**src/sv/cfx_pkg.sv**
```systemverilog
// Shared types and constants for the complex FIR low-pass filter.
package cfx_pkg;

    localparam int MAX_TAPS  = 64;
    localparam int SAMPLE_W  = 16;
    localparam int COEFF_W   = 16;
    localparam int TAP_AW    = $clog2(MAX_TAPS);
    localparam int TAP_CNT_W = 7;
    localparam int INDEX_W   = 6;
    localparam int PROD_W    = SAMPLE_W + COEFF_W;
    localparam int ACC_W     = PROD_W + TAP_AW;
    localparam int DELAY_W   = 2 * SAMPLE_W;

    localparam logic [TAP_CNT_W-1:0] TAP_CNT_MAX = TAP_CNT_W'(MAX_TAPS);
    localparam logic [TAP_CNT_W-1:0] TAP_CNT_MIN = TAP_CNT_W'(1);

    typedef enum logic {
        OP_FILTER = 1'b0,
        OP_LOAD   = 1'b1
    } op_t;

    typedef enum logic [1:0] {
        ST_IDLE,
        ST_RUN,
        ST_DRAIN,
        ST_EMIT
    } state_t;

    typedef struct packed {
        op_t                       op;
        logic signed [SAMPLE_W-1:0] sample_re;
        logic signed [SAMPLE_W-1:0] sample_im;
        logic [INDEX_W-1:0]         coeff_index;
        logic signed [COEFF_W-1:0]  coeff_value;
    } req_t;

    typedef struct packed {
        logic signed [SAMPLE_W-1:0] out_re;
        logic signed [SAMPLE_W-1:0] out_im;
    } rsp_t;

    typedef struct packed {
        logic clear;
        logic issue;
        logic last;
    } mac_ctrl_t;

endpackage

```
**src/sv/complex_fir_lowpass_filter.sv**
```systemverilog
// Top level: sequencer over the delay-line and tap memories, with the output register.
// A sample's result passes the memory read, product and accumulator registers, then
// the drain and emit states into the output register (emit waits out rsp_stall).
// A new request is taken only in idle; the single multiply-accumulate pass reads one
// delay-line entry and one tap per cycle. A coefficient load gives no result.
// Reset clears the delay line and taps (per-entry valid bits), the write position,
// and sets the tap count to 64; no clearing pass is needed.
module complex_fir_lowpass_filter (
    input  logic                                clk,
    input  logic                                rst_n,
    input  logic                                req_valid,
    output logic                                req_stall,
    input  cfx_pkg::req_t                       req,
    output logic                                rsp_valid,
    input  logic                                rsp_stall,
    output cfx_pkg::rsp_t                       rsp,
    input  logic                                cfg_wr_en,
    input  logic [cfx_pkg::TAP_CNT_W-1:0]       cfg_wr_data
);

    localparam int AW = cfx_pkg::TAP_AW;
    localparam int NW = cfx_pkg::TAP_CNT_W;

    cfx_pkg::state_t     state_reg;
    cfx_pkg::state_t     state_next;
    logic [NW-1:0]       tap_count_reg;
    logic [NW-1:0]       tap_count_next;
    logic [AW-1:0]       wp_reg;
    logic [AW-1:0]       wp_next;
    logic [AW-1:0]       idx_reg;
    logic [AW-1:0]       idx_next;
    logic [AW-1:0]       pos_reg;
    logic [AW-1:0]       pos_next;
    logic                rsp_valid_reg;
    cfx_pkg::rsp_t       rsp_reg;

    logic                req_xfer;
    logic                sample_xfer;
    logic                coeff_xfer;
    logic [AW-1:0]       wp_eff;
    logic [NW-1:0]       n_minus1;
    logic                last;
    logic                load_rsp;
    cfx_pkg::mac_ctrl_t  mac_ctrl;

    logic [cfx_pkg::DELAY_W-1:0]       delay_rd;
    logic [cfx_pkg::COEFF_W-1:0]       tap_rd;
    logic signed [cfx_pkg::SAMPLE_W-1:0] d_re;
    logic signed [cfx_pkg::SAMPLE_W-1:0] d_im;
    logic signed [cfx_pkg::COEFF_W-1:0]  tap_val;
    logic                              mac_done;
    logic signed [cfx_pkg::SAMPLE_W-1:0] res_re;
    logic signed [cfx_pkg::SAMPLE_W-1:0] res_im;

    assign req_stall   = (state_reg != cfx_pkg::ST_IDLE);
    assign req_xfer    = req_valid && !req_stall;
    assign sample_xfer = req_xfer && (req.op == cfx_pkg::OP_FILTER);
    assign coeff_xfer  = req_xfer && (req.op == cfx_pkg::OP_LOAD);

    assign n_minus1 = tap_count_reg - NW'(1);
    assign wp_eff   = ({1'b0, wp_reg} >= tap_count_reg) ? '0 : wp_reg;
    assign last     = ({1'b0, idx_reg} == n_minus1);

    always_comb
    begin
        if (cfg_wr_data == '0)
        begin
            tap_count_next = cfx_pkg::TAP_CNT_MIN;
        end
        else if (cfg_wr_data > cfx_pkg::TAP_CNT_MAX)
        begin
            tap_count_next = cfx_pkg::TAP_CNT_MAX;
        end
        else
        begin
            tap_count_next = cfg_wr_data;
        end
    end

    always_comb
    begin
        state_next = state_reg;
        wp_next    = wp_reg;
        idx_next   = idx_reg;
        pos_next   = pos_reg;
        mac_ctrl   = '0;
        load_rsp   = 1'b0;
        unique case (state_reg)
            cfx_pkg::ST_IDLE:
            begin
                if (sample_xfer)
                begin
                    state_next     = cfx_pkg::ST_RUN;
                    idx_next       = '0;
                    pos_next       = wp_eff;
                    mac_ctrl.clear = 1'b1;
                    wp_next        = (({1'b0, wp_eff} + NW'(1)) == tap_count_reg) ?
                                     '0 : wp_eff + AW'(1);
                end
            end
            cfx_pkg::ST_RUN:
            begin
                // walk back through the ring from the newest sample
                mac_ctrl.issue = 1'b1;
                mac_ctrl.last  = last;
                idx_next       = idx_reg + AW'(1);
                pos_next       = (pos_reg == '0) ? n_minus1[AW-1:0] : pos_reg - AW'(1);
                if (last)
                begin
                    state_next = cfx_pkg::ST_DRAIN;
                end
            end
            cfx_pkg::ST_DRAIN:
            begin
                if (mac_done)
                begin
                    state_next = cfx_pkg::ST_EMIT;
                end
            end
            cfx_pkg::ST_EMIT:
            begin
                // hold until the output register is free
                if (!rsp_valid_reg || !rsp_stall)
                begin
                    load_rsp   = 1'b1;
                    state_next = cfx_pkg::ST_IDLE;
                end
            end
            default:
            begin
                state_next = cfx_pkg::ST_IDLE;
            end
        endcase
    end

    always_ff @(posedge clk or negedge rst_n)
    begin
        if (!rst_n)
        begin
            state_reg     <= cfx_pkg::ST_IDLE;
            tap_count_reg <= cfx_pkg::TAP_CNT_MAX;
            wp_reg        <= '0;
            idx_reg       <= '0;
            pos_reg       <= '0;
            rsp_valid_reg <= 1'b0;
        end
        else
        begin
            state_reg <= state_next;
            idx_reg   <= idx_next;
            pos_reg   <= pos_next;
            if (cfg_wr_en)
            begin
                tap_count_reg <= tap_count_next;
                wp_reg        <= '0;
            end
            else
            begin
                wp_reg <= wp_next;
            end
            if (load_rsp)
            begin
                rsp_valid_reg <= 1'b1;
            end
            else if (!rsp_stall)
            begin
                rsp_valid_reg <= 1'b0;
            end
        end
    end

    always_ff @(posedge clk)
    begin
        if (load_rsp)
        begin
            rsp_reg.out_re <= res_re;
            rsp_reg.out_im <= res_im;
        end
    end

    assign rsp_valid = rsp_valid_reg;
    assign rsp       = rsp_reg;

    cfx_ram #(
        .WIDTH (cfx_pkg::DELAY_W),
        .DEPTH (cfx_pkg::MAX_TAPS)
    ) u_delay_ram (
        .clk     (clk),
        .rst_n   (rst_n),
        .wr_en   (sample_xfer),
        .wr_addr (wp_eff),
        .wr_data ({req.sample_re, req.sample_im}),
        .rd_en   (mac_ctrl.issue),
        .rd_addr (pos_reg),
        .rd_data (delay_rd)
    );

    cfx_ram #(
        .WIDTH (cfx_pkg::COEFF_W),
        .DEPTH (cfx_pkg::MAX_TAPS)
    ) u_tap_ram (
        .clk     (clk),
        .rst_n   (rst_n),
        .wr_en   (coeff_xfer),
        .wr_addr (req.coeff_index),
        .wr_data (req.coeff_value),
        .rd_en   (mac_ctrl.issue),
        .rd_addr (idx_reg),
        .rd_data (tap_rd)
    );

    assign d_re    = delay_rd[cfx_pkg::DELAY_W-1:cfx_pkg::SAMPLE_W];
    assign d_im    = delay_rd[cfx_pkg::SAMPLE_W-1:0];
    assign tap_val = tap_rd;

    cfx_mac u_mac (
        .clk    (clk),
        .rst_n  (rst_n),
        .ctrl   (mac_ctrl),
        .d_re   (d_re),
        .d_im   (d_im),
        .tap    (tap_val),
        .done   (mac_done),
        .res_re (res_re),
        .res_im (res_im)
    );

    a_wp_in_ring: assert property (@(posedge clk) disable iff (!rst_n)
        ({1'b0, wp_reg} < tap_count_reg))
        else $error("write position outside the ring");

    a_tap_count_range: assert property (@(posedge clk) disable iff (!rst_n)
        (tap_count_reg != '0) && (tap_count_reg <= cfx_pkg::TAP_CNT_MAX))
        else $error("tap count out of range");

    a_idx_in_range: assert property (@(posedge clk) disable iff (!rst_n)
        (state_reg == cfx_pkg::ST_RUN) |-> ({1'b0, idx_reg} < tap_count_reg))
        else $error("tap index past tap count");

    a_done_in_drain: assert property (@(posedge clk) disable iff (!rst_n)
        mac_done |-> (state_reg == cfx_pkg::ST_DRAIN))
        else $error("accumulator finished outside drain");

    a_rsp_from_emit: assert property (@(posedge clk) disable iff (!rst_n)
        $rose(rsp_valid_reg) |-> $past(state_reg == cfx_pkg::ST_EMIT))
        else $error("result presented without an emit step");

endmodule

```
**src/sv/cfx_ram.sv**
```systemverilog
// Synchronous single-write, single-read memory with per-entry valid bits that read as zero.
module cfx_ram #(
    parameter int WIDTH = cfx_pkg::DELAY_W,
    parameter int DEPTH = cfx_pkg::MAX_TAPS
) (
    input  logic                     clk,
    input  logic                     rst_n,
    input  logic                     wr_en,
    input  logic [$clog2(DEPTH)-1:0] wr_addr,
    input  logic [WIDTH-1:0]         wr_data,
    input  logic                     rd_en,
    input  logic [$clog2(DEPTH)-1:0] rd_addr,
    output logic [WIDTH-1:0]         rd_data
);

    logic [WIDTH-1:0] mem [DEPTH];
    logic [DEPTH-1:0] valid_reg;
    logic [WIDTH-1:0] rdata_reg;
    logic             rvalid_reg;

    always_ff @(posedge clk)
    begin
        if (wr_en)
        begin
            mem[wr_addr] <= wr_data;
        end
        if (rd_en)
        begin
            rdata_reg <= mem[rd_addr];
        end
    end

    always_ff @(posedge clk or negedge rst_n)
    begin
        if (!rst_n)
        begin
            valid_reg  <= '0;
            rvalid_reg <= 1'b0;
        end
        else
        begin
            if (wr_en)
            begin
                valid_reg[wr_addr] <= 1'b1;
            end
            if (rd_en)
            begin
                rvalid_reg <= valid_reg[rd_addr];
            end
        end
    end

    // never-written entries read as zero
    assign rd_data = rvalid_reg ? rdata_reg : '0;

endmodule

```
**src/sv/cfx_mac.sv**
```systemverilog
// Multiply-accumulate pipeline with rounding and saturation of the final sum.
module cfx_mac (
    input  logic                               clk,
    input  logic                               rst_n,
    input  cfx_pkg::mac_ctrl_t                 ctrl,
    input  logic signed [cfx_pkg::SAMPLE_W-1:0] d_re,
    input  logic signed [cfx_pkg::SAMPLE_W-1:0] d_im,
    input  logic signed [cfx_pkg::COEFF_W-1:0]  tap,
    output logic                               done,
    output logic signed [cfx_pkg::SAMPLE_W-1:0] res_re,
    output logic signed [cfx_pkg::SAMPLE_W-1:0] res_im
);

    localparam int SW  = cfx_pkg::SAMPLE_W;
    localparam int CW  = cfx_pkg::COEFF_W;
    localparam int PW  = cfx_pkg::PROD_W;
    localparam int AW  = cfx_pkg::ACC_W;
    localparam int QW  = AW - CW + 2;
    localparam logic [AW:0] RND = (AW + 1)'(1) << (CW - 2);

    function automatic logic [SW-1:0] round_sat(input logic [AW-1:0] a);
        logic [AW:0]   r;
        logic [QW-1:0] q;
        r = {a[AW-1], a} + RND;
        q = r[AW:CW-1];
        if ((q[QW-1:SW-1] == '0) || (q[QW-1:SW-1] == '1))
        begin
            return q[SW-1:0];
        end
        else if (q[QW-1])
        begin
            return {1'b1, {(SW - 1){1'b0}}};
        end
        else
        begin
            return {1'b0, {(SW - 1){1'b1}}};
        end
    endfunction

    logic                 s0_v_reg;
    logic                 s0_last_reg;
    logic                 s1_v_reg;
    logic                 s1_last_reg;
    logic                 done_reg;
    logic signed [PW-1:0] prod_re_reg;
    logic signed [PW-1:0] prod_im_reg;
    logic [AW-1:0]        acc_re_reg;
    logic [AW-1:0]        acc_im_reg;
    logic [AW-1:0]        acc_re_next;
    logic [AW-1:0]        acc_im_next;

    // control flags follow the registered memory read
    always_ff @(posedge clk or negedge rst_n)
    begin
        if (!rst_n)
        begin
            s0_v_reg    <= 1'b0;
            s0_last_reg <= 1'b0;
            s1_v_reg    <= 1'b0;
            s1_last_reg <= 1'b0;
            done_reg    <= 1'b0;
        end
        else
        begin
            s0_v_reg    <= ctrl.issue;
            s0_last_reg <= ctrl.last;
            s1_v_reg    <= s0_v_reg;
            s1_last_reg <= s0_last_reg;
            done_reg    <= s1_v_reg && s1_last_reg;
        end
    end

    always_ff @(posedge clk)
    begin
        if (s0_v_reg)
        begin
            prod_re_reg <= d_re * tap;
            prod_im_reg <= d_im * tap;
        end
    end

    always_comb
    begin
        acc_re_next = acc_re_reg + {{(AW - PW){prod_re_reg[PW-1]}}, prod_re_reg};
        acc_im_next = acc_im_reg + {{(AW - PW){prod_im_reg[PW-1]}}, prod_im_reg};
    end

    always_ff @(posedge clk)
    begin
        if (ctrl.clear)
        begin
            acc_re_reg <= '0;
            acc_im_reg <= '0;
        end
        else if (s1_v_reg)
        begin
            acc_re_reg <= acc_re_next;
            acc_im_reg <= acc_im_next;
        end
    end

    assign done   = done_reg;
    assign res_re = round_sat(acc_re_reg);
    assign res_im = round_sat(acc_im_reg);

endmodule
```
**config.mk**
```make
export PLATFORM = sky130hd
export DESIGN_NAME = complex_fir_lowpass_filter
export DESIGN_NICKNAME = d
export VERILOG_FILES = /design/src/sv/cfx_pkg.sv /design/src/sv/complex_fir_lowpass_filter.sv /design/src/sv/cfx_ram.sv /design/src/sv/cfx_mac.sv
export SDC_FILE = /design/constraint.sdc
export NUM_CORES = 2
export LEC_CHECK = 0
export ABC_AREA = 0
export BUFFER_PORTS_ARGS = -buffer_cell sky130_fd_sc_hd__buf_2
export CAP_MARGIN = 40
export CORE_MARGIN = 2
export CORE_UTILIZATION = 45
export CTS_BUF_LIST = sky130_fd_sc_hd__clkbuf_2 sky130_fd_sc_hd__clkbuf_4 sky130_fd_sc_hd__clkbuf_8
export DETAILED_ROUTE_END_ITERATION = 10
export PLACE_DENSITY = 0.64
export SYNTH_ARGS = -nofsm -noshare
export SYNTH_HDL_FRONTEND = slang
export SYNTH_SLANG_ARGS = --single-unit
```
**constraint.sdc**
```tcl
create_clock -name clk -period 15.6 [get_ports clk]
set_clock_uncertainty 0.1 [all_clocks]
set_input_delay 1.56 -clock clk [delete_from_list [all_inputs] [get_ports clk]]
set_output_delay 1.56 -clock clk [all_outputs]
set_load 0.05 [all_outputs]
```
=== After elaboration in Yosys (flattened, before gate mapping) ===
Memories as Yosys holds them, arrays and structs flattened. A register that Yosys moved wholly into a read port is not among the register bits.
Index checks and enable logic that the tools add are counted.

* Add/subtract/negate cells: 9
* $mul: 2
* Divide/modulo/power cells: 0
* $lt $le $gt $ge: 8
* Eq/ne operators: 12
* Shifts and indexed selects: 0
* Mux-type cells: 41
* Bitwise gates (word level): 3
* Reduce and logical (&&, ||, !) cells: 24

{| class="wikitable"
|+ Operators with widths
! cell !! count
|-
| 64-bit bitwise OR || 2
|-
| 16-bit 2-to-1 mux || 5
|-
| 38-bit by 16-bit adder with 39-bit output (second input constant) || 2
|-
| 38-bit adder || 2
|-
| 16-bit by 16-bit multiplier with 32-bit output || 2
|-
| 6-bit 2-to-1 mux || 8
|-
| 32-bit 2-to-1 mux || 1
|-
| 6-bit by 7-bit less-than comparator with 1-bit output (second input constant) || 4
|-
| 6-bit case mux with 2 select lines || 2
|-
| 9-bit equality test (second input constant) || 2
|-
| 9-bit zero test || 2
|-
| 7-bit 2-to-1 mux || 2
|-
| 1-bit 2-to-1 mux || 13
|-
| 6-bit by 1-bit adder with 6-bit output (second input constant) || 2
|-
| 1-bit binary-select mux with 6-bit select || 2
|-
| 1-bit demux with 6-bit select || 2
|-
| 6-bit by 1-bit greater-or-equal comparator with 1-bit output (second input constant) || 2
|-
| 2-bit 2-to-1 mux || 5
|-
| 2-bit case mux with 4 select lines || 1
|-
| 2-bit nonzero test || 4
|-
| 6-bit by 1-bit adder with 7-bit output (second input constant) || 1
|-
| 6-bit by 7-bit equality test with 1-bit output || 1
|-
| 7-bit equality test || 1
|-
| 6-bit by 7-bit greater-or-equal comparator with 1-bit output || 1
|-
| 16 further kinds || 30
|}

* Register bits: 335
* Latch bits: 0
* RAM bits: 3072
* Bits in read-only memories: 0
* Output and inout bits: 34
* Logic and storage cells: 122
* Memories kept: 2

{| class="wikitable"
|+ Memory list
! memory !! depth !! bits a word !! rd ports !! clocked after memory_dff !! wr ports !! line !! RTL
|-
| u_delay_ram.mem || 64 || 32 || 1 || 1 || 1 || cfx_ram.sv:16 || <nowiki>logic [WIDTH-1:0] mem [DEPTH];</nowiki>
|-
| u_tap_ram.mem || 64 || 16 || 1 || 1 || 1 || cfx_ram.sv:16 ||
|}

=== Longest topological paths before layout ===
* Depth after elaboration: 8
* Depth in mapped cells: 27
* Gate-level depth less buffers: 24

=== Cells and area by module ===
A second synthesis with hierarchy kept.

* Cell total of the unflattened synthesis: 8595
* Area, all modules: 156067.2 um2

{| class="wikitable"
|+ By module, submodules not included
! module !! instances !! cells an instance !! area an instance (um2) !! sequential area each (um2)
|-
| cfx_ram (u_delay_ram) || 1 || 3335 || 81602.0 || 64086.5
|-
| cfx_ram (u_tap_ram) || 1 || 1799 || 42313.1 || 32856.5
|-
| cfx_mac || 1 || 3175 || 29030.3 || 3568.4
|-
| complex_fir_lowpass_filter || 1 || 286 || 3121.7 || 1662.8
|}

=== Worst setup path before layout ===
OpenSTA, ideal clock, no wires.

* Path kind: reg2reg
* Start: register u_tap_ram.rvalid_reg
* End: register u_mac.prod_im_reg[24] (data pin)
* Setup time: 0.258 ns
* Data arrival time: 6.842 ns
* Data required time: 15.242 ns
* Setup slack: 8.400 ns
* Stages on the path, launching flop included: 27
* Buffers on the path: 3
* Cells stage by stage: dfrtp_1 -> clkbuf_1 -> clkbuf_1 -> nand2_1 -> clkbuf_1 -> nor2_1 -> fa_1 -> inv_1 -> fa_1 -> fa_1 -> inv_1 -> fa_1 -> fa_1 -> inv_1 -> fa_1 -> inv_1 -> ha_1 -> a21o_1 -> a21o_1 -> a221o_1 -> o311a_1 -> a2111oi_0 -> nor2_1 -> o41a_1 -> a21o_1 -> a21oi_1 -> xnor2_1

* Longest elaborated chain between the ends: 2

{| class="wikitable"
|+ RTL lines
! element !! line !! RTL
|-
| start, declared || cfx_ram.sv:19 || <nowiki>logic rvalid_reg;</nowiki>
|-
| start signal, assigned || cfx_ram.sv:48 || <nowiki>rvalid_reg <= valid_reg[rd_addr];</nowiki>
|-
| 16-bit 2-to-1 mux || cfx_ram.sv:54 || <nowiki>assign rd_data = rvalid_reg ? rdata_reg : '0;</nowiki>
|-
| 16-bit by 16-bit multiplier with 32-bit output || cfx_mac.sv:78 || <nowiki>prod_im_reg <= d_im * tap;</nowiki>
|-
| end signal, assigned || cfx_mac.sv:78 ||
|-
| end, declared || cfx_mac.sv:46 || <nowiki>logic signed [PW-1:0] prod_im_reg;</nowiki>
|}

No other way between the ends.
A chain may end at the register's enable or synchronous reset.

=== Worst setup path after layout ===
* Start: register u_delay_ram.rvalid_reg
* End: register u_mac.prod_im_reg[24] (data pin)

* Longest elaborated chain between the ends: 2

{| class="wikitable"
|+ RTL lines
! element !! line
|-
| start, declared || cfx_ram.sv:19
|-
| start signal, assigned || cfx_ram.sv:48
|-
| 32-bit 2-to-1 mux || cfx_ram.sv:54
|-
| 16-bit by 16-bit multiplier with 32-bit output || cfx_mac.sv:78
|}

No other way between the ends.

==> impl_metrics.json <==
{
  "status": "complete, no violations",
  "drive_gt1_frac": 0.269,
  "reg.largest.list": "u_delay_ram.mem: 2048 flops, u_tap_ram.mem: 1024 flops",
  "rows": 215,
  "cts_root_buffer": "clkbuf_8",
  "drt-wirelength-per-cell_um": 29.0,
  "synth_area_um2": 155000,
  "max-slew-margin-rel": 0.319,
  "dr.pass1.iters": 6,
  "endpoint_kind": "flip-flop",
  "drtIter0Drc": 9380,
  "ant_nets": 0,
  "synth_nets": 9344,
  "fin_crit_sh": 0.510,
  "cts_hold_buf": 0,
  "rsz0062_at_grt": "no",
  "vias": 82500,
  "dieArea_um2": 349000,
  "cts.clk_slew.worst_paths_ps": 70,
  "grt_remaining_overflow": 0,
  "port_buffers": 100,
  "dieWidth_um": 591,
  "cp_data_required_time_ps": 16400,
  "worst_slew_pin_slew_ps": 1020,
  "vdd_drop_max_mv": 0.141,
  "fmax_mhz": 126,
  "top_register": "u_delay_ram.mem",
  "core_um2": 343000,
  "io_pins": 101,
  "crit_fanout": 69,
  "nets": 9934,
  "synth_seq_cells": 3455,
  "powerDensity_nw_per_um2": 157,
  "dp.final_hpwl_mm": 246,
  "arrival_ps": 8760,
  "maxCapViolCount": 0,
  "yosys-top-cells-area": "edfxtp_1 (62%), mux4_2 (15%), fa_1 (6.8%)",
  "p_leak_nw": 61.7,
  "hold_viol": 0,
  "cts-htree-levels": 6,
  "grt_pass1_vias": 85300,
  "grt.total_usage": 0.234,
  "antenna_found_initial": 28,
  "synth_edf_count": 3216,
  "yosysTopAreaCell": "edfxtp_1",
  "critPathKind": "reg -> reg",
  "r2r_cells": 23,
  "largest_reg_flops": 2048,
  "cts_setup_buffers": 0,
  "syn_avg_cell_area_um2": 18.2,
  "fp.dieH_um": 591,
  "grt_start_max_net_pins": 136,
  "final.setup.tns_ps": 0,
  "initial_core_util": 0.452,
  "synthDistinctLibCells": 81,
  "async_flop_share": 0.0472,
  "synth_seq_area_share": 0.660,
  "dp_slack_ps": 7730,
  "postLayoutCoreUtil": 0.510,
  "fin_crit_ps": 7950,
  "yosys_warnings": 0,
  "netlist.area_leader.share": 0.624,
  "clk_latency_ps": 1180,
  "worst_slack_ps": 7650,
  "cp-start-kind": "flip-flop",
  "cts.sinks": 3455,
  "hp-class": "in -> async",
  "reg2reg_slack_ps": 7650,
  "cts_buffer_depth": 4,
  "cts_buffers": 561,
  "synthCells": 8496,
  "setup-violations-final": 0,
  "drc_errors": 0,
  "maxSlewViolCount": 0,
  "grt_pass1_wl_mm": 589,
  "vias_per_cell": 5.85,
  "yosys_most_used_dff": "edfxtp_1",
  "gp_congestion": 0.908,
  "ctsResizeCount": 0,
  "synthToLayoutAreaGrowth_pct": 13.0,
  "cts_tree": "built",
  "finalWirelength_mm": 409
}
cell type report:
class                      instances  area, um2
fill                           27300     168000
sequential                      3455     102000
multi-input combinational       4041      49500
clock buffer                     795       9580
tap                             4557       5700
timing repair buffer             404       4170
inverter                         623       2340
clock inverter                   204       1440
antenna                           18       45.0
per-layer routing:
layer	up-vias	GRT usage	routed length (um)
met2	3862	0.376	197000
met4	12	0.0801	14500
li1	33900	-	-
met1	43900	0.325	164000
met5	-	0	88
met3	707	0.0390	33700
metrics by stage:
step                      hold WS [ps]  std cells  area, um2  total power, mW
after CTS                          275      14100     175000             27.7
after detailed placement           338      13100     164000             20.0
final                              348      14100     175000             27.5
after floorplan                    231       8496     155000             17.1
after global placement             345      13000     162000             19.7
after global routing               324      14100     175000             28.7
report_power, final:
| part | switching, mW | total (mW) | internal (mW) | leakage (nW) |
|---|---|---|---|---|
| logic | 4.85 | 8.67 | 3.82 | 24.0 |
| clock network | 3.68 | 7.78 | 4.10 | 5.87 |
| registers | 0.465 | 11.1 | 10.6 | 31.8 |
| total | 8.99 | 27.5 | 18.5 | 61.7 |
path summary, 6_finish.rpt:
kind / endpoint / start
max: u_mac.prod_im_reg[24] / u_delay_ram.rvalid_reg
min: u_tap_ram.valid_reg[17] / rst_n
max reg2reg: u_mac.prod_im_reg[24] / u_delay_ram.rvalid_reg
min reg2reg: u_tap_ram.valid_reg[25] / u_tap_ram.valid_reg[25]
max in group asynchronous: pos_reg[3] / rst_n
min in group clk: u_tap_ram.valid_reg[25] / u_tap_ram.valid_reg[25]
synth_stat cells (27+ instances only):
master,number
and2_1,49
o221ai_1,30
nand2_1,403
buf_1,94
nor2_1,582
mux4_2,1000
buf_2,27
inv_1,620
clkbuf_1,255
a21o_1,69
edfxtp_1,3216
fa_1,526
nor3_1,31
o21ai_0,111
a21oi_1,147
ha_1,255
or2_2,137
xor2_1,63
dfrtp_1,162
nand3_1,69
xnor2_1,126
dfxtp_1,76
mux2i_1,108
cell usage in the layout (no fill, tap or decap), drive strengths merged, types with 154 or more instances in the layout:
| master | count |
|---|---|
| edfxtp | 3216 |
| mux4 | 1000 |
| clkbuf | 796 |
| inv | 664 |
| nor2 | 583 |
| fa | 526 |
| nand2 | 403 |
| buf | 403 |
| ha | 255 |
| dfrtp | 162 |
| clkinv | 154 |
critical path: stages (launching register included):
cell	delay [ps]
dfrtp_2	330
buf_4	560
and2_1	560
nand2_1	160
fa_1	570
fa_1	460
fa_1	550
inv_1	60
fa_1	480
fa_1	490
inv_1	50
fa_1	470
inv_1	40
ha_1	340
a21o_1	200
a21o_1	180
a221o_1	340
o311a_1	320
a2111oi_0	440
nor2_1	120
o41a_1	350
a21o_1	190
a21oi_1	170
xnor2_1	90
logic make-up after synthesis:
group	after synthesis	synth area share
adder cells (fa/ha/maj)	781	0.0886
flip-flops	3455	0.660
AO/OA/AOI/OAI	555	0.0232
XOR/XNOR	189	0.0107
AND/OR/NAND/NOR	1400	0.0402
multiplexers	1116	0.153
buffers and inverters	1000	0.0245
(Power assumes the default switching activity.)
